File: config.mk
export PLATFORM = sky130hd
export DESIGN_NAME = gregorian_date_arithmetic_core
export DESIGN_NICKNAME = d
export VERILOG_FILES = /design/src/gda_pkg.sv /design/src/gregorian_date_arithmetic_core.sv /design/src/gda_divc.sv /design/src/gda_datapath.sv /design/src/gda_ctrl.sv
export SDC_FILE = /design/constraint.sdc
export NUM_CORES = 1
export LEC_CHECK = 0
export BUFFER_PORTS_ARGS = -buffer_cell sky130_fd_sc_hd__buf_2
export CAP_MARGIN = 20
export CORE_UTILIZATION = 25
export CTS_CLUSTER_SIZE = 40
export DETAILED_ROUTE_END_ITERATION = 8
export PLACE_DENSITY_LB_ADDON = 0.05
export SLEW_MARGIN = 20
export SYNTH_ARGS = -nofsm -noshare
export SYNTH_HDL_FRONTEND = slang
export SYNTH_SLANG_ARGS = --single-unit
export TNS_END_PERCENT = 1
File: constraint.sdc
create_clock -name clk_i -period 25.8 [get_ports clk_i]
set_input_delay 2.58 -clock clk_i [delete_from_list [all_inputs] [get_ports clk_i]]
set_output_delay 2.58 -clock clk_i [all_outputs]
set_load 0.01 [all_outputs]
File: src/gda_pkg.sv
package gda_pkg;

  localparam int unsigned YEAR_W = 14;
  localparam int unsigned MONTH_W = 4;
  localparam int unsigned DAY_W = 5;
  localparam int unsigned AMT_W = 16;
  localparam int unsigned DOY_W = 9;
  localparam int unsigned WD_W = 3;
  localparam int unsigned YMOD_W = 9;
  localparam int unsigned OPND_W = 17;
  localparam int unsigned RECIP_W = 16;
  localparam int unsigned PROD_W = OPND_W + RECIP_W;

  localparam logic [YEAR_W-1:0] YEAR_MIN = 14'd1;
  localparam logic [YEAR_W-1:0] YEAR_MAX = 14'd9999;
  localparam logic [MONTH_W-1:0] MONTH_JAN = 4'd1;
  localparam logic [MONTH_W-1:0] MONTH_FEB = 4'd2;
  localparam logic [MONTH_W-1:0] MONTH_MAR = 4'd3;
  localparam logic [MONTH_W-1:0] MONTH_DEC = 4'd12;
  localparam logic [YMOD_W-1:0] YMOD_MAX = 9'd399;

  typedef enum logic {
    OP_ADD_DAYS   = 1'b0,
    OP_ADD_MONTHS = 1'b1
  } op_e;

  // constant divisors served by the shared reciprocal unit
  typedef enum logic [1:0] {
    DIV_7,
    DIV_12,
    DIV_100,
    DIV_400
  } div_e;

  typedef enum logic [3:0] {
    ST_IDLE,
    ST_START,
    ST_DMOD_MUL,
    ST_DMOD_SUB,
    ST_WALK,
    ST_MDIV_MUL,
    ST_MDIV_SUB,
    ST_YMOD_MUL,
    ST_YMOD_SUB,
    ST_CENT_MUL,
    ST_CENT_SUM,
    ST_WD_MUL,
    ST_WD_SUB,
    ST_OUT
  } state_e;

  typedef enum logic [3:0] {
    DP_NOP,
    DP_LOAD,
    DP_DMOD_MUL,
    DP_DMOD_SUB,
    DP_WALK,
    DP_MDIV_MUL,
    DP_MDIV_SUB,
    DP_YMOD_MUL,
    DP_YMOD_SUB,
    DP_CENT_MUL,
    DP_CENT_SUM,
    DP_WD_MUL,
    DP_WD_SUB
  } step_e;

  typedef struct packed {
    step_e step;
    logic  load_out;
  } cmd_t;

  typedef struct packed {
    logic bad;
    logic months;
    logic walk_done;
  } sts_t;

  // reciprocals, exact for operands below 2^17 (7, 100, 400: below 43690)
  function automatic logic [RECIP_W-1:0] div_recip(input div_e sel);
    logic [RECIP_W-1:0] r;
    case (sel)
      DIV_7:   r = 16'd37450;
      DIV_12:  r = 16'd43691;
      DIV_100: r = 16'd5243;
      DIV_400: r = 16'd41944;
      default: r = 16'd41944;
    endcase
    return r;
  endfunction

  function automatic logic [4:0] div_shift(input div_e sel);
    logic [4:0] s;
    case (sel)
      DIV_7:   s = 5'd18;
      DIV_12:  s = 5'd19;
      DIV_100: s = 5'd19;
      DIV_400: s = 5'd24;
      default: s = 5'd24;
    endcase
    return s;
  endfunction

  // leap year from year mod 400
  function automatic logic leap_of_mod(input logic [YMOD_W-1:0] ym);
    return (ym[1:0] == 2'b00) && (ym != 9'd100) && (ym != 9'd200) && (ym != 9'd300);
  endfunction

  function automatic logic [DAY_W-1:0] month_len(input logic [MONTH_W-1:0] m,
                                                 input logic leap);
    logic [DAY_W-1:0] l;
    case (m)
      4'd2:    l = leap ? 5'd29 : 5'd28;
      4'd4:    l = 5'd30;
      4'd6:    l = 5'd30;
      4'd9:    l = 5'd30;
      4'd11:   l = 5'd30;
      default: l = 5'd31;
    endcase
    return l;
  endfunction

  // days before the first of month m in a common year
  function automatic logic [DOY_W-1:0] month_cum(input logic [MONTH_W-1:0] m);
    logic [DOY_W-1:0] c;
    case (m)
      4'd2:    c = 9'd31;
      4'd3:    c = 9'd59;
      4'd4:    c = 9'd90;
      4'd5:    c = 9'd120;
      4'd6:    c = 9'd151;
      4'd7:    c = 9'd181;
      4'd8:    c = 9'd212;
      4'd9:    c = 9'd243;
      4'd10:   c = 9'd273;
      4'd11:   c = 9'd304;
      4'd12:   c = 9'd334;
      default: c = 9'd0;
    endcase
    return c;
  endfunction

  // 2m + 3(m+1)/5 with Jan/Feb taken as months 13/14
  function automatic logic [5:0] wd_month_term(input logic [MONTH_W-1:0] m);
    logic [5:0] t;
    case (m)
      4'd1:    t = 6'd34;
      4'd2:    t = 6'd37;
      4'd3:    t = 6'd8;
      4'd4:    t = 6'd11;
      4'd5:    t = 6'd13;
      4'd6:    t = 6'd16;
      4'd7:    t = 6'd18;
      4'd8:    t = 6'd21;
      4'd9:    t = 6'd24;
      4'd10:   t = 6'd26;
      4'd11:   t = 6'd29;
      4'd12:   t = 6'd31;
      default: t = 6'd0;
    endcase
    return t;
  endfunction

endpackage

File: src/gregorian_date_arithmetic_core.sv
// Channel  Direction  Handshake               Beat contents
// in       sink       in_valid_i/in_stall_o   req_type, in_year, in_month, in_day, amount
// out      source     out_valid_o/out_stall_i out_year, out_month, out_day, weekday,
//                                             day_of_year, is_leap, overflow
//
// One request at a time: the input stalls until the controller is back in idle.
// Add days steps the month walk once per month crossed, so its run time grows with
// the amount; add months takes the same path for every amount.
// Reset: rst_ni asynchronous, active low; clears the controller and the output valid.
// Stalls: a finished result sits in the output register while the next input beat
// is taken; the controller holds in its final state only while that register is full and out_stall_i is high.
module gregorian_date_arithmetic_core (
  input  logic                             clk_i,
  input  logic                             rst_ni,
  input  logic                             in_valid_i,
  output logic                             in_stall_o,
  input  logic                             req_type_i,
  input  logic [gda_pkg::YEAR_W-1:0]       in_year_i,
  input  logic [gda_pkg::MONTH_W-1:0]      in_month_i,
  input  logic [gda_pkg::DAY_W-1:0]        in_day_i,
  input  logic signed [gda_pkg::AMT_W-1:0] amount_i,
  output logic                             out_valid_o,
  input  logic                             out_stall_i,
  output logic [gda_pkg::YEAR_W-1:0]       out_year_o,
  output logic [gda_pkg::MONTH_W-1:0]      out_month_o,
  output logic [gda_pkg::DAY_W-1:0]        out_day_o,
  output logic [gda_pkg::WD_W-1:0]         weekday_o,
  output logic [gda_pkg::DOY_W-1:0]        day_of_year_o,
  output logic                             is_leap_o,
  output logic                             overflow_o
);
  import gda_pkg::*;

  // Controller sequences the steps; the datapath holds the date, the month walk,
  // and one shared reciprocal multiplier for the divides by 7, 12, 100 and 400.
  cmd_t cmd;
  sts_t sts;

  gda_ctrl u_ctrl (
    .clk_i       (clk_i),
    .rst_ni      (rst_ni),
    .in_valid_i  (in_valid_i),
    .in_stall_o  (in_stall_o),
    .out_valid_o (out_valid_o),
    .out_stall_i (out_stall_i),
    .sts_i       (sts),
    .cmd_o       (cmd)
  );

  // Days: walk month by month with a signed day offset from the 1st; leaving
  // 0001-01 or 9999-12 flags overflow and restores the input date.
  // Months: floor divide of the month index by 12, then clamp the day.
  // Weekday uses the full y + y/4 - y/100 + y/400 form.
  gda_datapath u_dp (
    .clk_i         (clk_i),
    .cmd_i         (cmd),
    .sts_o         (sts),
    .req_type_i    (req_type_i),
    .in_year_i     (in_year_i),
    .in_month_i    (in_month_i),
    .in_day_i      (in_day_i),
    .amount_i      (amount_i),
    .out_year_o    (out_year_o),
    .out_month_o   (out_month_o),
    .out_day_o     (out_day_o),
    .weekday_o     (weekday_o),
    .day_of_year_o (day_of_year_o),
    .is_leap_o     (is_leap_o),
    .overflow_o    (overflow_o)
  );

endmodule

File: src/gda_divc.sv
module gda_divc (
  input  logic                        clk_i,
  input  gda_pkg::div_e               sel_i,
  input  logic [gda_pkg::OPND_W-1:0]  opnd_i,
  output logic [gda_pkg::OPND_W-1:0]  quot_o
);
  import gda_pkg::*;

  logic [PROD_W-1:0] prod_q;
  div_e              sel_q;

  // product registered, shift applied on the way out
  always_ff @(posedge clk_i) begin
    prod_q <= PROD_W'(opnd_i) * PROD_W'(div_recip(sel_i));
    sel_q  <= sel_i;
  end

  assign quot_o = OPND_W'(prod_q >> div_shift(sel_q));

endmodule

File: src/gda_datapath.sv
module gda_datapath (
  input  logic                         clk_i,
  input  gda_pkg::cmd_t                cmd_i,
  output gda_pkg::sts_t                sts_o,
  input  logic                         req_type_i,
  input  logic [gda_pkg::YEAR_W-1:0]   in_year_i,
  input  logic [gda_pkg::MONTH_W-1:0]  in_month_i,
  input  logic [gda_pkg::DAY_W-1:0]    in_day_i,
  input  logic signed [gda_pkg::AMT_W-1:0] amount_i,
  output logic [gda_pkg::YEAR_W-1:0]   out_year_o,
  output logic [gda_pkg::MONTH_W-1:0]  out_month_o,
  output logic [gda_pkg::DAY_W-1:0]    out_day_o,
  output logic [gda_pkg::WD_W-1:0]     weekday_o,
  output logic [gda_pkg::DOY_W-1:0]    day_of_year_o,
  output logic                         is_leap_o,
  output logic                         overflow_o
);
  import gda_pkg::*;

  // latched request
  logic                     op_q;
  logic [YEAR_W-1:0]        iy_q;
  logic [MONTH_W-1:0]       im_q;
  logic [DAY_W-1:0]         id_q;
  logic signed [AMT_W-1:0]  amt_q;
  logic                     bad_q;

  // working date
  logic [YEAR_W-1:0]        cy_q;
  logic [MONTH_W-1:0]       cm_q;
  logic [DAY_W-1:0]         rd_q;
  logic signed [16:0]       r_q;
  logic [YMOD_W-1:0]        ymod_q;
  logic                     ovf_q;
  logic                     leap_q;
  logic [15:0]              s_q;
  logic [WD_W-1:0]          wd_q;
  logic [DOY_W-1:0]         doy_q;

  // result register
  logic [YEAR_W-1:0]        oy_q;
  logic [MONTH_W-1:0]       om_q;
  logic [DAY_W-1:0]         od_q;
  logic [WD_W-1:0]          owd_q;
  logic [DOY_W-1:0]         odoy_q;
  logic                     olp_q;
  logic                     oovf_q;

  div_e                     div_sel;
  logic [OPND_W-1:0]        div_opnd;
  logic [OPND_W-1:0]        quot;

  gda_divc u_divc (
    .clk_i  (clk_i),
    .sel_i  (div_sel),
    .opnd_i (div_opnd),
    .quot_o (quot)
  );

  // month walk
  logic                     leap_c;
  logic [DAY_W-1:0]         len_c;
  logic [MONTH_W-1:0]       pm_c;
  logic [DAY_W-1:0]         len_prev_c;
  logic                     fwd_c;
  logic                     back_c;
  logic                     at_end_c;
  logic                     at_start_c;

  assign leap_c     = leap_of_mod(ymod_q);
  assign len_c      = month_len(cm_q, leap_c);
  assign pm_c       = (cm_q == MONTH_JAN) ? MONTH_DEC : cm_q - 4'd1;
  assign len_prev_c = month_len(pm_c, leap_c);   // Dec before Jan is 31 either way
  assign fwd_c      = r_q >= $signed({12'd0, len_c});
  assign back_c     = r_q[16];
  assign at_end_c   = (cy_q == YEAR_MAX) && (cm_q == MONTH_DEC);
  assign at_start_c = (cy_q == YEAR_MIN) && (cm_q == MONTH_JAN);

  // month add: month index split by 12
  logic signed [17:0]       mx_c;
  logic [OPND_W-1:0]        mag_c;
  logic signed [13:0]       qs_c;
  logic signed [17:0]       rem_c;
  logic signed [15:0]       ty_c;
  logic                     ty_bad_c;

  assign mx_c  = $signed({14'd0, im_q}) - 18'sd1 + $signed({{2{amt_q[15]}}, amt_q});
  assign mag_c = mx_c[17] ? OPND_W'(18'sd11 - mx_c) : mx_c[16:0];
  assign qs_c  = mx_c[17] ? -$signed({2'b00, quot[11:0]}) : $signed({2'b00, quot[11:0]});
  assign rem_c = mx_c - $signed({{4{qs_c[13]}}, qs_c}) * 18'sd12;
  assign ty_c  = $signed({2'b00, iy_q}) + $signed({{2{qs_c[13]}}, qs_c});
  assign ty_bad_c = (ty_c < $signed({2'b00, YEAR_MIN})) || (ty_c > $signed({2'b00, YEAR_MAX}));

  // year mod 400, weekday year and sum
  logic [YMOD_W-1:0]        ymod_n;
  logic                     leap_n;
  logic [DAY_W-1:0]         ml_n;
  logic [YEAR_W-1:0]        yw_c;
  logic [6:0]               q100_c;
  logic [15:0]              s_c;

  assign ymod_n = YMOD_W'(cy_q - 14'(quot[4:0]) * 14'd400);
  assign leap_n = leap_of_mod(ymod_n);
  assign ml_n   = month_len(cm_q, leap_n);
  assign yw_c   = cy_q - 14'(cm_q < MONTH_MAR);
  assign q100_c = quot[6:0];
  assign s_c    = 16'(rd_q) + 16'(wd_month_term(cm_q)) + 16'(yw_c) + 16'(yw_c >> 2)
                - 16'(q100_c) + 16'(q100_c >> 2) + 16'd1;

  always_comb begin
    case (cmd_i.step)
      DP_DMOD_MUL: begin
        div_sel  = DIV_400;
        div_opnd = OPND_W'(iy_q);
      end
      DP_MDIV_MUL: begin
        div_sel  = DIV_12;
        div_opnd = mag_c;
      end
      DP_CENT_MUL: begin
        div_sel  = DIV_100;
        div_opnd = OPND_W'(yw_c);
      end
      DP_WD_MUL: begin
        div_sel  = DIV_7;
        div_opnd = OPND_W'(s_q);
      end
      default: begin
        div_sel  = DIV_400;
        div_opnd = OPND_W'(cy_q);
      end
    endcase
  end

  always_ff @(posedge clk_i) begin
    case (cmd_i.step)
      DP_LOAD: begin
        op_q   <= req_type_i;
        iy_q   <= in_year_i;
        im_q   <= in_month_i;
        id_q   <= in_day_i;
        amt_q  <= amount_i;
        bad_q  <= (in_year_i < YEAR_MIN) || (in_year_i > YEAR_MAX) ||
                  (in_month_i < MONTH_JAN) || (in_month_i > MONTH_DEC);
        cy_q   <= in_year_i;
        cm_q   <= in_month_i;
        rd_q   <= in_day_i;
        ovf_q  <= 1'b0;
        // days past the first of the start month
        r_q    <= $signed({12'd0, in_day_i}) - 17'sd1 + $signed({amount_i[15], amount_i});
      end
      DP_DMOD_SUB: begin
        ymod_q <= ymod_n;
      end
      DP_WALK: begin
        if (fwd_c) begin
          if (at_end_c) begin
            ovf_q <= 1'b1;
            cy_q  <= iy_q;
            cm_q  <= im_q;
            rd_q  <= id_q;
          end else begin
            r_q <= r_q - $signed({12'd0, len_c});
            if (cm_q == MONTH_DEC) begin
              cm_q   <= MONTH_JAN;
              cy_q   <= cy_q + 14'd1;
              ymod_q <= (ymod_q == YMOD_MAX) ? '0 : ymod_q + 9'd1;
            end else begin
              cm_q <= cm_q + 4'd1;
            end
          end
        end else if (back_c) begin
          if (at_start_c) begin
            ovf_q <= 1'b1;
            cy_q  <= iy_q;
            cm_q  <= im_q;
            rd_q  <= id_q;
          end else begin
            r_q  <= r_q + $signed({12'd0, len_prev_c});
            cm_q <= pm_c;
            if (cm_q == MONTH_JAN) begin
              cy_q   <= cy_q - 14'd1;
              ymod_q <= (ymod_q == '0) ? YMOD_MAX : ymod_q - 9'd1;
            end
          end
        end else begin
          rd_q <= r_q[4:0] + 5'd1;
        end
      end
      DP_MDIV_SUB: begin
        if (ty_bad_c) begin
          ovf_q <= 1'b1;
        end else begin
          cy_q <= ty_c[13:0];
          cm_q <= rem_c[3:0] + 4'd1;
        end
      end
      DP_YMOD_SUB: begin
        ymod_q <= ymod_n;
        leap_q <= leap_n;
        // month add clamps the day into the target month
        if (op_q == OP_ADD_MONTHS && !ovf_q) begin
          if (id_q == '0) begin
            rd_q <= 5'd1;
          end else if (id_q > ml_n) begin
            rd_q <= ml_n;
          end else begin
            rd_q <= id_q;
          end
        end
      end
      DP_CENT_SUM: begin
        s_q   <= s_c;
        doy_q <= month_cum(cm_q) + 9'(rd_q) + 9'((cm_q > MONTH_FEB) && leap_q);
      end
      DP_WD_SUB: begin
        wd_q <= WD_W'(s_q - 16'(quot) * 16'd7);
      end
      default: begin
      end
    endcase

    if (cmd_i.load_out) begin
      oy_q   <= cy_q;
      om_q   <= cm_q;
      od_q   <= rd_q;
      owd_q  <= bad_q ? '0 : wd_q;
      odoy_q <= bad_q ? '0 : doy_q;
      olp_q  <= bad_q ? 1'b0 : leap_q;
      oovf_q <= ovf_q | bad_q;
    end
  end

  assign sts_o.bad       = bad_q;
  assign sts_o.months    = (op_q == OP_ADD_MONTHS);
  assign sts_o.walk_done = (!fwd_c && !back_c) || (fwd_c && at_end_c) || (back_c && at_start_c);

  assign out_year_o    = oy_q;
  assign out_month_o   = om_q;
  assign out_day_o     = od_q;
  assign weekday_o     = owd_q;
  assign day_of_year_o = odoy_q;
  assign is_leap_o     = olp_q;
  assign overflow_o    = oovf_q;

endmodule

File: src/gda_ctrl.sv
module gda_ctrl (
  input  logic           clk_i,
  input  logic           rst_ni,
  input  logic           in_valid_i,
  output logic           in_stall_o,
  output logic           out_valid_o,
  input  logic           out_stall_i,
  input  gda_pkg::sts_t  sts_i,
  output gda_pkg::cmd_t  cmd_o
);
  import gda_pkg::*;

  state_e state_q, state_d;
  logic   out_valid_q, out_valid_d;
  logic   accept;
  logic   out_free;

  assign accept   = in_valid_i && (state_q == ST_IDLE);
  assign out_free = !out_valid_q || !out_stall_i;

  always_comb begin
    state_d = state_q;
    case (state_q)
      ST_IDLE:     if (accept) state_d = ST_START;
      ST_START: begin
        if (sts_i.bad) begin
          state_d = ST_OUT;
        end else if (sts_i.months) begin
          state_d = ST_MDIV_MUL;
        end else begin
          state_d = ST_DMOD_MUL;
        end
      end
      ST_DMOD_MUL: state_d = ST_DMOD_SUB;
      ST_DMOD_SUB: state_d = ST_WALK;
      ST_WALK:     if (sts_i.walk_done) state_d = ST_YMOD_MUL;
      ST_MDIV_MUL: state_d = ST_MDIV_SUB;
      ST_MDIV_SUB: state_d = ST_YMOD_MUL;
      ST_YMOD_MUL: state_d = ST_YMOD_SUB;
      ST_YMOD_SUB: state_d = ST_CENT_MUL;
      ST_CENT_MUL: state_d = ST_CENT_SUM;
      ST_CENT_SUM: state_d = ST_WD_MUL;
      ST_WD_MUL:   state_d = ST_WD_SUB;
      ST_WD_SUB:   state_d = ST_OUT;
      ST_OUT:      if (out_free) state_d = ST_IDLE;
      default:     state_d = ST_IDLE;
    endcase
  end

  always_comb begin
    cmd_o.load_out = 1'b0;
    case (state_q)
      ST_IDLE:     cmd_o.step = accept ? DP_LOAD : DP_NOP;
      ST_DMOD_MUL: cmd_o.step = DP_DMOD_MUL;
      ST_DMOD_SUB: cmd_o.step = DP_DMOD_SUB;
      ST_WALK:     cmd_o.step = DP_WALK;
      ST_MDIV_MUL: cmd_o.step = DP_MDIV_MUL;
      ST_MDIV_SUB: cmd_o.step = DP_MDIV_SUB;
      ST_YMOD_MUL: cmd_o.step = DP_YMOD_MUL;
      ST_YMOD_SUB: cmd_o.step = DP_YMOD_SUB;
      ST_CENT_MUL: cmd_o.step = DP_CENT_MUL;
      ST_CENT_SUM: cmd_o.step = DP_CENT_SUM;
      ST_WD_MUL:   cmd_o.step = DP_WD_MUL;
      ST_WD_SUB:   cmd_o.step = DP_WD_SUB;
      ST_OUT: begin
        cmd_o.step     = DP_NOP;
        cmd_o.load_out = out_free;
      end
      default:     cmd_o.step = DP_NOP;
    endcase
  end

  always_comb begin
    out_valid_d = out_valid_q;
    if (out_valid_q && !out_stall_i) out_valid_d = 1'b0;
    if (cmd_o.load_out) out_valid_d = 1'b1;
  end

  always_ff @(posedge clk_i or negedge rst_ni) begin
    if (!rst_ni) begin
      state_q     <= ST_IDLE;
      out_valid_q <= 1'b0;
    end else begin
      state_q     <= state_d;
      out_valid_q <= out_valid_d;
    end
  end

  assign in_stall_o  = (state_q != ST_IDLE);
  assign out_valid_o = out_valid_q;

endmodule
# After elaboration in Yosys (flattened, before gate mapping)
# Memories as Yosys holds them, arrays and structs flattened. A register that Yosys moved wholly into a read port is not among the register bits.
# Cells that the tools add are included.
dict set report classes {
  n_addsub 29
  n_mul 4
  n_lt_le_gt_ge 10
  eq_ne 67
  n_shift 1
  muxes 69
  bitwise 1
  n_reduce_logical 52
}
# operator n
set ops {}
lappend ops {{14-bit 2-to-1 mux} 8}
lappend ops {{17-bit 2-to-1 mux} 5}
lappend ops {{9-bit 2-to-1 mux} 9}
lappend ops {{17-bit one-hot mux with 4 select lines} 1}
lappend ops {{4-bit == test, second input constant} 16}
lappend ops {{16-bit one-hot mux with 4 select lines} 1}
lappend ops {{4-bit one-hot mux with 14 select lines} 1}
lappend ops {{4-bit 2-to-1 mux} 13}
lappend ops {{4-bit one-hot mux with 12 select lines} 1}
lappend ops {{4-bit by 3-bit == test with 1-bit output, second input constant} 11}
lappend ops {{14-bit one-hot mux with 3 select lines} 1}
lappend ops {{5-bit 2-to-1 mux} 7}
lappend ops {{17-bit one-hot mux with 2 select lines} 1}
lappend ops {{17-bit by 16-bit multiplier with 33-bit output} 1}
lappend ops {{33-bit by 5-bit >> shifter with 16-bit output} 1}
lappend ops {{5-bit one-hot mux with 2 select lines} 3}
lappend ops {{5-bit one-hot mux with 3 select lines} 2}
lappend ops {{4-bit by 2-bit == test with 1-bit output, second input constant} 6}
lappend ops {{9-bit by 7-bit != test with 1-bit output, second input constant} 2}
lappend ops {{9-bit by 8-bit != test with 1-bit output, second input constant} 2}
lappend ops {{9-bit != test, second input constant} 2}
lappend ops {{9-bit one-hot mux with 2 select lines} 1}
lappend ops {{17-bit by 6-bit adder with 17-bit output} 1}
lappend ops {{5-bit by 16-bit adder with 17-bit output} 1}
lappend ops {{75 further kinds} 136}
dict set report word_totals {
  ff_bits 197
  rom_bits 240
  memories 2
}
# memory words word_bits read_ports rd_ports_with_merged_regs wr line
set memory_table {}
lappend memory_table {{(no name shown)} 16 9 1 1 0 gda_pkg.sv:126} ;# case (m)
lappend memory_table {{(no name shown)} 16 6 1 1 0 gda_pkg.sv:146} ;# case (m)

# Logic depth before layout (Yosys ltp)
# Gate-level depths: netlist of the first run.
dict set report logic_depth {
  ltp_word 17
  ltp_mapped 40
  ltp_nobuf 38
}

# Cells and area by module
# From an unflattened synthesis of the first run, not the netlist that was laid out.
dict set report hier_totals {
  hier_cells 2641
  area_unflattened_um2 24176.9
}
# module n_inst cells_per_inst area_each_um2
set modules_own_cells {}
lappend modules_own_cells {gda_datapath 1 1600 14797.9}
lappend modules_own_cells {gda_divc 1 992 8971.1}
lappend modules_own_cells {gda_ctrl 1 49 407.9}

# Worst setup path before layout of the first run
# Ideal clock, no wire load.
dict set report synth_timing {
  path_type {reg-to-reg}
  start {reg u_dp.im_q[0]}
  end {reg u_dp.u_divc.prod_q[28]}
  setup_ps 72
  arrival_ps 9531
  path_slack_ps 16196
  stages_incl_launch_ff 38
  n_path_buf 0
  period_less_slack_ps 9604
  path_cell_list {edfxtp_1 > inv_1 > ha_1 > nor3b_1 > ha_1 > a21oi_1 > o21ai_1 > or4_1 > o211ai_1 > a211oi_1 > nand2b_1 > o41ai_1 > xor2_1 > a21o_1 > nor2_1 > inv_1 > and2_1 > fa_1 > (+2 left out) > fa_1 > inv_1 > fa_1 > fa_1 > inv_1 > fa_1 > inv_1 > ha_1 > a21o_1 > a21oi_1 > nor2b_1 > a2111oi_0 > nand2_1 > and4_1 > a21oi_1 > o21ai_0 > a21oi_1 > xnor2_1}
}
dict set report synth_between {
  elab_chain_cells 6
}
# element line
set synth_rtl {}
lappend synth_rtl {{start: declaration} gda_datapath.sv:23} ;# logic [MONTH_W-1:0] im_q;
lappend synth_rtl {{start signal: assignment} gda_datapath.sv:140} ;# im_q <= in_month_i;
lappend synth_rtl {{4-bit by 1-bit subtractor with 5-bit output *} gda_datapath.sv:87} ;# assign mx_c = $signed({14'd0, im_q}) - 18'sd1 + $signed({{2{amt_q[15]}}, amt_q});
lappend synth_rtl {{5-bit by 16-bit adder with 17-bit output *} gda_datapath.sv:87}
lappend synth_rtl {{5-bit by 17-bit subtractor with 17-bit output} gda_datapath.sv:88} ;# assign mag_c = mx_c[17] ? OPND_W'(18'sd11 - mx_c) : mx_c[16:0];
lappend synth_rtl {{17-bit 2-to-1 mux *} gda_datapath.sv:88}
lappend synth_rtl {{17-bit one-hot mux with 4 select lines *} gda_datapath.sv:111} ;# case (cmd_i.step)
lappend synth_rtl {{17-bit by 16-bit multiplier with 33-bit output *} gda_divc.sv:14} ;# prod_q <= PROD_W'(opnd_i) * PROD_W'(div_recip(sel_i));
lappend synth_rtl {{end signal: assignment} gda_divc.sv:14}
lappend synth_rtl {{end: declaration} gda_divc.sv:9} ;# logic [PROD_W-1:0] prod_q;
# Every way passes the cells marked *; elsewhere a longest branch is shown, timed or not.
# A chain may end at the register's enable or synchronous reset.

# Worst setup path after layout of the first run
# Ends and elaborated chain as after synthesis.

==> impl_metrics.py, run 1 <==
metrics = {
    "critical_path": {
        "worstPathArrival_ns": 11.59,
        "max_stage_delay_ns": 0.70,
        "slowest_stage": "nor3b_2",
        "cpLargestDelayFamily": "adder cells",
        "cp.required_ns": 26.24,
        "path_class": "flop to flop",
        "end_kind": "flop",
        "cp_num_buf_inv": 6,
        "critPathLaunchType": "flop",
        "cp_max_fo": 12,
    },
    "clocking": {
        "clk_pin_slew_ns": 0.08,
        "cts_buffers": 17,
        "root_buffer": "clkbuf_16",
        "clock_sinks": 196,
        "clock_latency_ns": 0.53,
        "cts_hold_buf": 0,
        "cts_tree": "yes",
        "post_cts_buffers": 0,
        "cts-resized-gates": 0,
        "htreeDepth": 4,
        "clock_path_buffers": 2,
    },
    "floorplan": {
        "num_rows": 113,
        "die_x_um": 313,
        "initial_utilization": 0.253,
        "coreArea_um2": 95300,
        "die_area_um2": 97900,
        "ioPinCount": 83,
        "die_h_um": 313,
    },
    "grt": {
        "grt_max_degree": 43,
        "grt_pass1_wl_mm": 134,
        "grt_pass1_vias": 20200,
        "track_usage": 0.187,
        "grt.overflow.total": 0,
        "antenna_found_initial": 4,
    },
    "placement": {
        "port_buffers": 82,
        "dpl.hpwl_mm": 75.3,
        "dp_slack_ns": 14.42,
        "place_area_um2": 26100,
        "routabilityCongestion": 0.845,
    },
    "timing": {
        "slew_violations": 0,
        "hold_violations": 0,
        "setup_slack_ns": 14.65,
        "clock_skew_ns": 0.0240,
        "layout_min_cycle_time_ns": 11.15,
        "final.setup.tns_ns": 0,
        "rsz0062_at_grt": "false",
        "maxSlewHeadroom": 0.267,
        "setup_viol": 0,
        "fin_crit_sh": 0.432,
        "tightest_slew_ns": 1.10,
        "fmax_mhz": 89.7,
    },
    "routing": {
        "ant_nets": 0,
        "wl_per_cell_um": 23.1,
        "routed_wl_mm": 91.2,
        "drc": 0,
        "avgViaCountPerCell": 4.97,
        "drt-initial-drc-count": 1174,
        "vias": 19700,
        "firstDrtPassIters": 5,
    },
    "final_layout": {
        "utilization": 0.280,
        "syn_to_final_growth_pct": 10.3,
        "final_net_count": 3195,
        "design_area_um2": 26600,
        "drive_above_1_share": 0.0814,
    },
    "synthesis": {
        "synth_cell_types": 90,
        "yosys_warnings": 0,
        "syn_inst": 2641,
        "ys_seq_elements": 196,
        "async_reset_ff_frac": 0.0255,
        "syn_area_per_cell_um2": 9.15,
        "synth_flop_cell": "edfxtp_1",
        "synth_area_um2": 24200,
        "synth_seq_area_share": 0.229,
        "synth_edf_count": 157,
    },
    "flow_run": {
        "max_cap_viol_count": 0,
    },
    "min_path": {
        "hold_path.class": "flop to flop",
    },
    "status": {
        "status": "complete, no violations",
    },
}
-- Yosys cell counts (9+ instances only) --
cell type  instances  share of area
inv_1            383          0.060
ha_1             272           0.14
fa_1             203           0.17
nor2_1           184          0.029
a21oi_1          157          0.033
edfxtp_1         157           0.20
nand2_1          152          0.024
o21ai_0          111          0.023
xnor2_1           95          0.034
clkbuf_1          87          0.014
nor2b_1           57          0.015
nand3_1           56          0.012
xor2_1            56          0.020
and2_1            49          0.013
nor3_1            46         0.0095
a21o_1            37          0.011
dfxtp_1           34          0.028
and3_1            28         0.0073
a211oi_1          25         0.0078
a31oi_1           24         0.0062
nand4_1           22         0.0057
o211ai_1          22         0.0068
mux2i_1           21         0.0087
nand2b_1          21         0.0054
nor4_1            21         0.0054
o21a_1            19         0.0059
o31ai_1           15         0.0047
a221o_1           14         0.0058
a22oi_1           14         0.0044
mux2_2            14         0.0065
o221ai_1          14         0.0051
o21bai_1          12         0.0037
o22ai_1           12         0.0031
or2_2             12         0.0031
nor3b_1           11         0.0034
or4_1             11         0.0034
mux4_2            10         0.0093
nand3b_1          10         0.0031
or3_1             10         0.0026
a21boi_0           9         0.0028
a221oi_1           9         0.0033
-- routing by layer --
metal | track usage | share of wire
met1 | 0.250 | 0.46
met5 | 0 | 0
met2 | 0.324 | 0.49
met4 | 0.0466 | 0.019
met3 | 0.0171 | 0.029
-- layout make-up --
class                      instances  area, µm²
timing repair buffer             117        673
clock inverter                    11        113
fill                           10300      68600
tap                             1265       1580
antenna                            2       5.00
clock buffer                      21        460
multi-input combinational       1961      16900
sequential                       196       5520
inverter                         383       1440
-- path summary, 6_finish.rpt --
kind / cells past startpoint / slack [ns] / start / to
setup / recovery: 37 / 14.65 / u_dp.im_q[0] / u_dp.u_divc.prod_q[28]
hold / removal: 1 / 0.53 / u_dp.wd_q[0] / u_dp.weekday_o[0]
setup reg to reg: 37 / 14.65 / u_dp.im_q[0] / u_dp.u_divc.prod_q[28]
hold reg to reg: 1 / 0.53 / u_dp.wd_q[0] / u_dp.weekday_o[0]
max in group asynchronous: 1 / 23.76 / rst_ni / u_ctrl.state_q[2]
min in group asynchronous: 1 / 1.88 / rst_ni / u_ctrl.out_valid_o
-- placed cells by master, fill, tap and decap left out, drive strengths merged, types with 22 or more instances in the layout --
cell type	synthesis	layout
a211oi	26	26
inv	383	388
nand4	22	22
nor2b	57	57
o211ai	23	23
nor2	185	185
nor3	47	47
nand2	152	152
o21ai	117	117
fa	203	203
and3	28	28
a21oi	158	158
edfxtp	157	157
and2	49	49
buf	16	117
a31oi	24	24
ha	272	272
dfxtp	34	34
a21o	37	37
nand3	57	57
xnor2	95	95
xor2	56	56
-- registers in the layout (all words and copies together), names as in the netlist, 9 cells and up, named ones only --
| name | count |
|---|---|
| u_dp.s_q | 16 |
| u_dp.cy_q | 14 |
| u_dp.r_q | 17 |
| u_dp.out_year_o | 14 |
| u_dp.day_of_year_o | 9 |
| u_dp.u_divc.prod_q | 17 |
| u_dp.doy_q | 9 |
| u_dp.iy_q | 14 |
| u_dp.ymod_q | 9 |
| u_dp.amt_q | 16 |
-- per-stage QoR --
step	hold WS [ns]	cells
floorplan	0.424	2643
global placement	0.521	3922
detailed placement	0.524	3922
CTS	0.544	3954
global route	0.551	3954
finish	0.534	3956
-- kinds of logic after synthesis --
logic type,share of synthesized area
compound gates,0.155
xor+xnor,0.0548
fa+ha+maj,0.309
buf+inv,0.0774
flops,0.229
mux,0.0255
other cells,0.000311
simple gates,0.149
Power of run 1 is left out: the tool's default activity adds up to more than one toggle a clock period on the data nets, which glitch-free logic cannot reach.
==> run 2, diff against run 1 <==
--- a/config.mk
+++ b/config.mk
@@ -5,6 +5,7 @@
 export SDC_FILE = /design/constraint.sdc
 export NUM_CORES = 1
 export LEC_CHECK = 0
+export ABC_AREA = 1
 export BUFFER_PORTS_ARGS = -buffer_cell sky130_fd_sc_hd__buf_2
 export CAP_MARGIN = 20
 export CORE_UTILIZATION = 25
==> constraint.sdc (replaced) <==
create_clock -name clk_i -period 10.5 [get_ports clk_i]
set_input_delay 1.05 -clock clk_i [delete_from_list [all_inputs] [get_ports clk_i]]
set_output_delay 1.05 -clock clk_i [all_outputs]
set_load 0.01 [all_outputs]
==> impl_metrics.py, run 2 <==
metrics = {
    "final_layout": {
        "top_regs": "u_dp.r_q x17, u_dp.u_divc.prod_q x17",
        "syn_to_final_growth_pct": 10.7,
        "diodes": 0,
        "drive_above_1_share": 0.0675,
        "layout_commonest_cell": "inv_1",
        "fillers": 10600,
        "final_cell_mix": "inv_1, nand2_1, nor2_1, ha_1, fa_1",
        "final_net_count": 3720,
    },
    "timing": {
        "tightest_slew_ns": 1.11,
        "rsz0062_at_grt": "false",
        "fmax_mhz": 106,
        "setup_viol": 0,
        "slew_violations": 0,
        "clock_skew_ns": 0.0349,
        "layout_min_cycle_time_ns": 9.43,
        "maxSlewHeadroom": 0.260,
        "fin_crit_sh": 0.898,
        "final.setup.tns_ns": 0,
        "hold_violations": 0,
    },
    "floorplan": {
        "die_area_um2": 99200,
        "ioPinCount": 83,
        "num_rows": 114,
        "die_x_um": 315,
        "die_h_um": 315,
        "coreArea_um2": 96900,
        "initial_utilization": 0.253,
    },
    "critical_path": {
        "worstPathArrival_ns": 9.88,
        "rr_worst_depth": 40,
        "crit_top_cell": "nand2_1",
        "reg2reg_slack_ns": 1.07,
        "end_kind": "flop",
        "slowest_stage": "fa_1",
        "reg2reg_to": "u_dp.u_divc.prod_q[30]",
        "cp.required_ns": 10.95,
        "r2r_start": "u_dp.im_q[0]",
        "critPathLaunchType": "flop",
        "path_class": "flop to flop",
        "max_stage_delay_ns": 0.56,
        "cp_max_fo": 22,
    },
    "clocking": {
        "clk_pin_slew_ns": 0.12,
        "clock_path_buffers": 2,
        "post_cts_buffers": 0,
        "cts_buffers": 17,
        "cts_hold_buf": 0,
        "cts-resized-gates": 0,
        "htreeDepth": 4,
        "root_buffer": "clkbuf_16",
        "clock_latency_ns": 0.55,
        "clock_sinks": 196,
        "cts_tree": "yes",
    },
    "routing": {
        "routed_wl_mm": 96.4,
        "firstDrtPassIters": 7,
        "drt-initial-drc-count": 1416,
        "vias": 21000,
        "wl_per_cell_um": 21.5,
        "ant_nets": 0,
        "avgViaCountPerCell": 4.68,
        "drc": 2,
    },
    "placement": {
        "dpl.hpwl_mm": 81.5,
        "routabilityCongestion": 0.860,
        "port_buffers": 82,
    },
    "synthesis": {
        "yosys_warnings": 0,
        "synth_seq_area_share": 0.225,
        "synth_edf_count": 157,
        "synth_flop_cell": "edfxtp_1",
        "synth_area_um2": 24500,
        "syn_area_per_cell_um2": 7.82,
        "synth_cell_types": 70,
        "synth_top_area_cell": "edfxtp_1",
        "ys_seq_elements": 196,
        "yosys-top-cells-area": "edfxtp_1, fa_1, ha_1, inv_1, nand2_1",
        "async_reset_ff_frac": 0.0255,
        "synth_commonest_cells": "inv_1, nand2_1, nor2_1",
        "syn_inst": 3130,
        "yosysTopAreaCellShare": 0.193,
        "yosysMostFrequentCell": "inv_1",
    },
    "grt": {
        "grt_pass1_vias": 21700,
        "grt.overflow.total": 0,
        "track_usage": 0.198,
        "antenna_found_initial": 5,
        "grt_pass1_wl_mm": 143,
        "grt_max_degree": 42,
    },
    "min_path": {
        "hold_path.class": "input port to asynchronous set/reset pin",
    },
    "flow_run": {
        "max_cap_viol_count": 0,
    },
    "status": {
        "status": "finished with violations",
        "violations": "DRC",
    },
}
-- run 2: cell count changes after synthesis, sizes merged, moves of 34 or more --
cell / change
clkbuf: -54
and2: -47
nand2: +454
xnor2: -60
xor2: +44
o21ai: +57
nor2b: -57
nor2: +145
a21o: -34
nand3: +85
inv: +239
-- run 2: cells by family (layout without fill, tap and decap cells) --
family / Yosys count / count (layout) / synth area share
xor+xnor: 135 / 135 / 0.0486
simple gates: 1193 / 1193 / 0.207
flops: 196 / 196 / 0.225
fa+ha+maj: 475 / 475 / 0.305
compound gates: 445 / 445 / 0.106
mux: 1 / 1 / 0.000409
buf+inv: 683 / 765 / 0.108
other cells: 2 / 4 / 0.000307
-- run 2: final cells by class --
| class | count | area, µm² | area share |
|---|---|---|---|
| timing repair buffer | 109 | 613 | 0.0226 |
| clock inverter | 15 | 226 | 0.00836 |
| multi-input combinational | 2253 | 16400 | 0.604 |
| tap | 1276 | 1600 | 0.0589 |
| inverter | 624 | 2350 | 0.0866 |
| sequential | 196 | 5520 | 0.204 |
| clock buffer | 17 | 425 | 0.0157 |
-- run 2: worst max path at each step --
stage | depth (start not counted) | startpoint | end | slack [ns]
finish | 40 | u_dp.im_q[0] | u_dp.u_divc.prod_q[30] | 1.07
global route | 40 | u_dp.im_q[0] | u_dp.u_divc.prod_q[30] | 0.43
CTS | 40 | u_dp.im_q[0] | u_dp.u_divc.prod_q[28] | 1.05
detailed placement | 40 | u_dp.im_q[0] | u_dp.u_divc.prod_q[30] | 1.10
global placement | 40 | u_dp.im_q[0] | u_dp.u_divc.prod_q[28] | 1.18
floorplan | 38 | u_dp.im_q[0] | u_dp.u_divc.prod_q[31] | 2.59
-- run 2: stage by stage --
step / instance area, µm² / worst slack [ns] / cells / util / hold slack (ns)
final: 27100 / 1.07 / 4490 / 0.280 / 0.302
after global routing: 27100 / 0.429 / 4490 / 0.280 / 0.271
after CTS: 27100 / 1.05 / 4490 / 0.280 / 0.259
after detailed placement: 26400 / 1.10 / 4458 / 0.273 / 0.502
after global placement: 26400 / 1.18 / 4458 / 0.273 / 0.488
after floorplan: 24500 / 2.59 / 3132 / - / 0.421
-- run 2: per-layer routing --
metal,up-vias,GRT usage,wire (µm)
met5,-,0,0
met4,0,0.0374,1320
met3,48,0.0211,2910
met2,385,0.336,46100
met1,10400,0.271,46000
li1,10200,-,-
-- run 2: worst max-delay path: cells and delay by family, from the launching register on --
| kind | cells | cell delay, ns |
|---|---|---|
| and+or+nand+nor | 14 | 1.47 |
| adders and majority gates | 9 | 3.94 |
| buffers and inverters | 10 | 1.37 |
| AOI/OAI and AO/OA | 7 | 2.11 |
| DFF | 1 | 0.44 |
Power of run 2 is left out for the same reason.
==> run 3, diff against run 2 <==
--- a/config.mk
+++ b/config.mk
@@ -9,9 +9,11 @@
 export BUFFER_PORTS_ARGS = -buffer_cell sky130_fd_sc_hd__buf_2
 export CAP_MARGIN = 20
 export CORE_UTILIZATION = 25
+export CTS_CLUSTER_DIAMETER = 80
 export CTS_CLUSTER_SIZE = 40
 export DETAILED_ROUTE_END_ITERATION = 8
 export PLACE_DENSITY_LB_ADDON = 0.05
+export REMOVE_ABC_BUFFERS = 1
 export SLEW_MARGIN = 20
 export SYNTH_ARGS = -nofsm -noshare
 export SYNTH_HDL_FRONTEND = slang
==> constraint.sdc (replaced) <==
create_clock -name clk_i -period 10 [get_ports clk_i]
set_input_delay 1 -clock clk_i [delete_from_list [all_inputs] [get_ports clk_i]]
set_output_delay 1 -clock clk_i [all_outputs]
set_load 0.01 [all_outputs]
==> impl_metrics.py, run 3 (same netlist as run 2, synthesis figures left out) <==
metrics = {
    "critical_path": {
        "end_kind": "flop",
        "cp.required_ns": 10.43,
        "max_stage_delay_ns": 0.59,
        "timing.critical_path.from": "u_dp.im_q[0]",
        "path_class": "flop to flop",
        "rr_worst_depth": 38,
        "reg2reg_to": "u_dp.u_divc.prod_q[28]",
        "critPathLaunchType": "flop",
        "worstPathArrival_ns": 9.69,
        "cp_max_fo": 22,
        "crit_end": "u_dp.u_divc.prod_q[28]",
        "reg2reg_slack_ns": 0.74,
        "cpLargestDelayFamily": "adder cells",
        "cp_num_buf_inv": 8,
        "path_depth": 38,
        "r2r_start": "u_dp.im_q[0]",
        "crit_top_cell": "nand2_1",
        "slowest_stage": "fa_1",
    },
    "final_layout": {
        "diodes": 0,
        "layout_commonest_cell": "inv_1",
        "fillers": 10600,
        "final_net_count": 3732,
        "utilization": 0.280,
        "final_cell_mix": "inv_1, nand2_1, nor2_1, ha_1, fa_1",
        "drive_above_1_share": 0.0716,
        "syn_to_final_growth_pct": 10.8,
        "top_regs": "u_dp.r_q x17, u_dp.u_divc.prod_q x17",
        "multiInputGateArea_um2": 16400,
        "seqCellArea_um2": 5520,
    },
    "routing": {
        "drc": 6,
        "drt-initial-drc-count": 1455,
        "routed_wl_mm": 95.9,
        "firstDrtPassIters": 7,
        "ant_nets": 0,
        "avgViaCountPerCell": 4.68,
        "wl_per_cell_um": 21.3,
        "vias": 21100,
    },
    "timing": {
        "tightest_slew_ns": 1.14,
        "hold_violations": 0,
        "clock_skew_ns": 0.0231,
        "maxSlewHeadroom": 0.231,
        "fin_crit_sh": 0.926,
        "fmax_mhz": 108,
        "rsz0062_at_grt": "false",
        "fin_hold_ws_ns": 0.278,
        "setup_slack_ns": 0.742,
        "final.setup.tns_ns": 0,
        "layout_min_cycle_time_ns": 9.26,
        "setup_viol": 0,
        "slew_violations": 0,
    },
    "grt": {
        "grt_max_degree": 42,
        "grt_util_met2": 0.336,
        "grt.met3_usage": 0.0209,
        "grt_pass1_vias": 22000,
        "grtUsageMet1": 0.269,
        "track_usage": 0.198,
        "grt_pass1_wl_mm": 144,
        "grt.overflow.total": 0,
        "antenna_found_initial": 4,
        "busiest_layer": "met2",
    },
    "floorplan": {
        "die_x_um": 315,
        "ioPinCount": 83,
        "initial_utilization": 0.253,
        "die_h_um": 315,
        "die_area_um2": 99200,
        "num_rows": 114,
        "coreArea_um2": 96900,
    },
    "clocking": {
        "htreeDepth": 4,
        "clk_pin_slew_ns": 0.09,
        "clock_path_buffers": 2,
        "cts_buffers": 17,
        "clock_latency_ns": 0.52,
        "root_buffer": "clkbuf_16",
        "cts_tree": "yes",
        "post_cts_buffers": 0,
        "clock_sinks": 196,
    },
    "placement": {
        "port_buffers": 82,
        "routabilityCongestion": 0.920,
        "dp_slack_ns": 0.616,
        "dpl.hpwl_mm": 81.8,
    },
    "status": {
        "status": "finished with violations",
        "violations": "DRC",
    },
    "flow_run": {
        "max_cap_viol_count": 0,
    },
    "min_path": {
        "hold_path.class": "input port to asynchronous set/reset pin",
    },
}
## run 3: changes by cell type in the layout (fill, tap and decap cells not counted), moves of 2 or more
cell,previous run,this run
clkinv_2,0,2
buf_4,27,39
inv_6,0,4
inv_12,4,1
inv_8,7,3
## run 3: how the worst min path moves through the flow
stage,to,slack [ns],cells after the start
detailed placement,u_dp.day_of_year_o[7],0.53,2
global route,u_ctrl.state_q[2],0.26,1
floorplan,u_dp.out_day_o[0],0.45,0
finish,u_ctrl.state_q[2],0.28,1
CTS,u_ctrl.state_q[2],0.24,1
global placement,u_dp.day_of_year_o[7],0.52,2
## run 3: repair_timing
action,CTS,global route
gates resized for setup,0,2
hold buffers,0,0
setup endpoints to repair,0,2
## run 3: final cells by class
type	instances	share of cell area
multi-input cells	2253	0.603
flip-flops and latches	196	0.203
inverters	624	0.0865
well taps	1276	0.0588
repair buffers	121	0.0259
clock buffers	17	0.0157
clock inverters	15	0.00669
## run 3: metrics by stage
| step | instances | cell area, µm² |
|---|---|---|
| 2_1_floorplan | 3073 | 24200 |
| 3_3_place_gp | 4469 | 26500 |
| 3_5_place_dp | 4469 | 26500 |
| 4_1_cts | 4501 | 27100 |
| 5_1_grt | 4502 | 27100 |
| 6_report | 4502 | 27100 |
## run 3: layer usage
layer / vias to the layer above / wire length [µm]
li1: 10200 / -
met1: 10400 / 45700
met2: 381 / 45800
met3: 62 / 2870
met4: 2 / 1590
met5: - / 13
Power of run 3 is left out for the same reason.
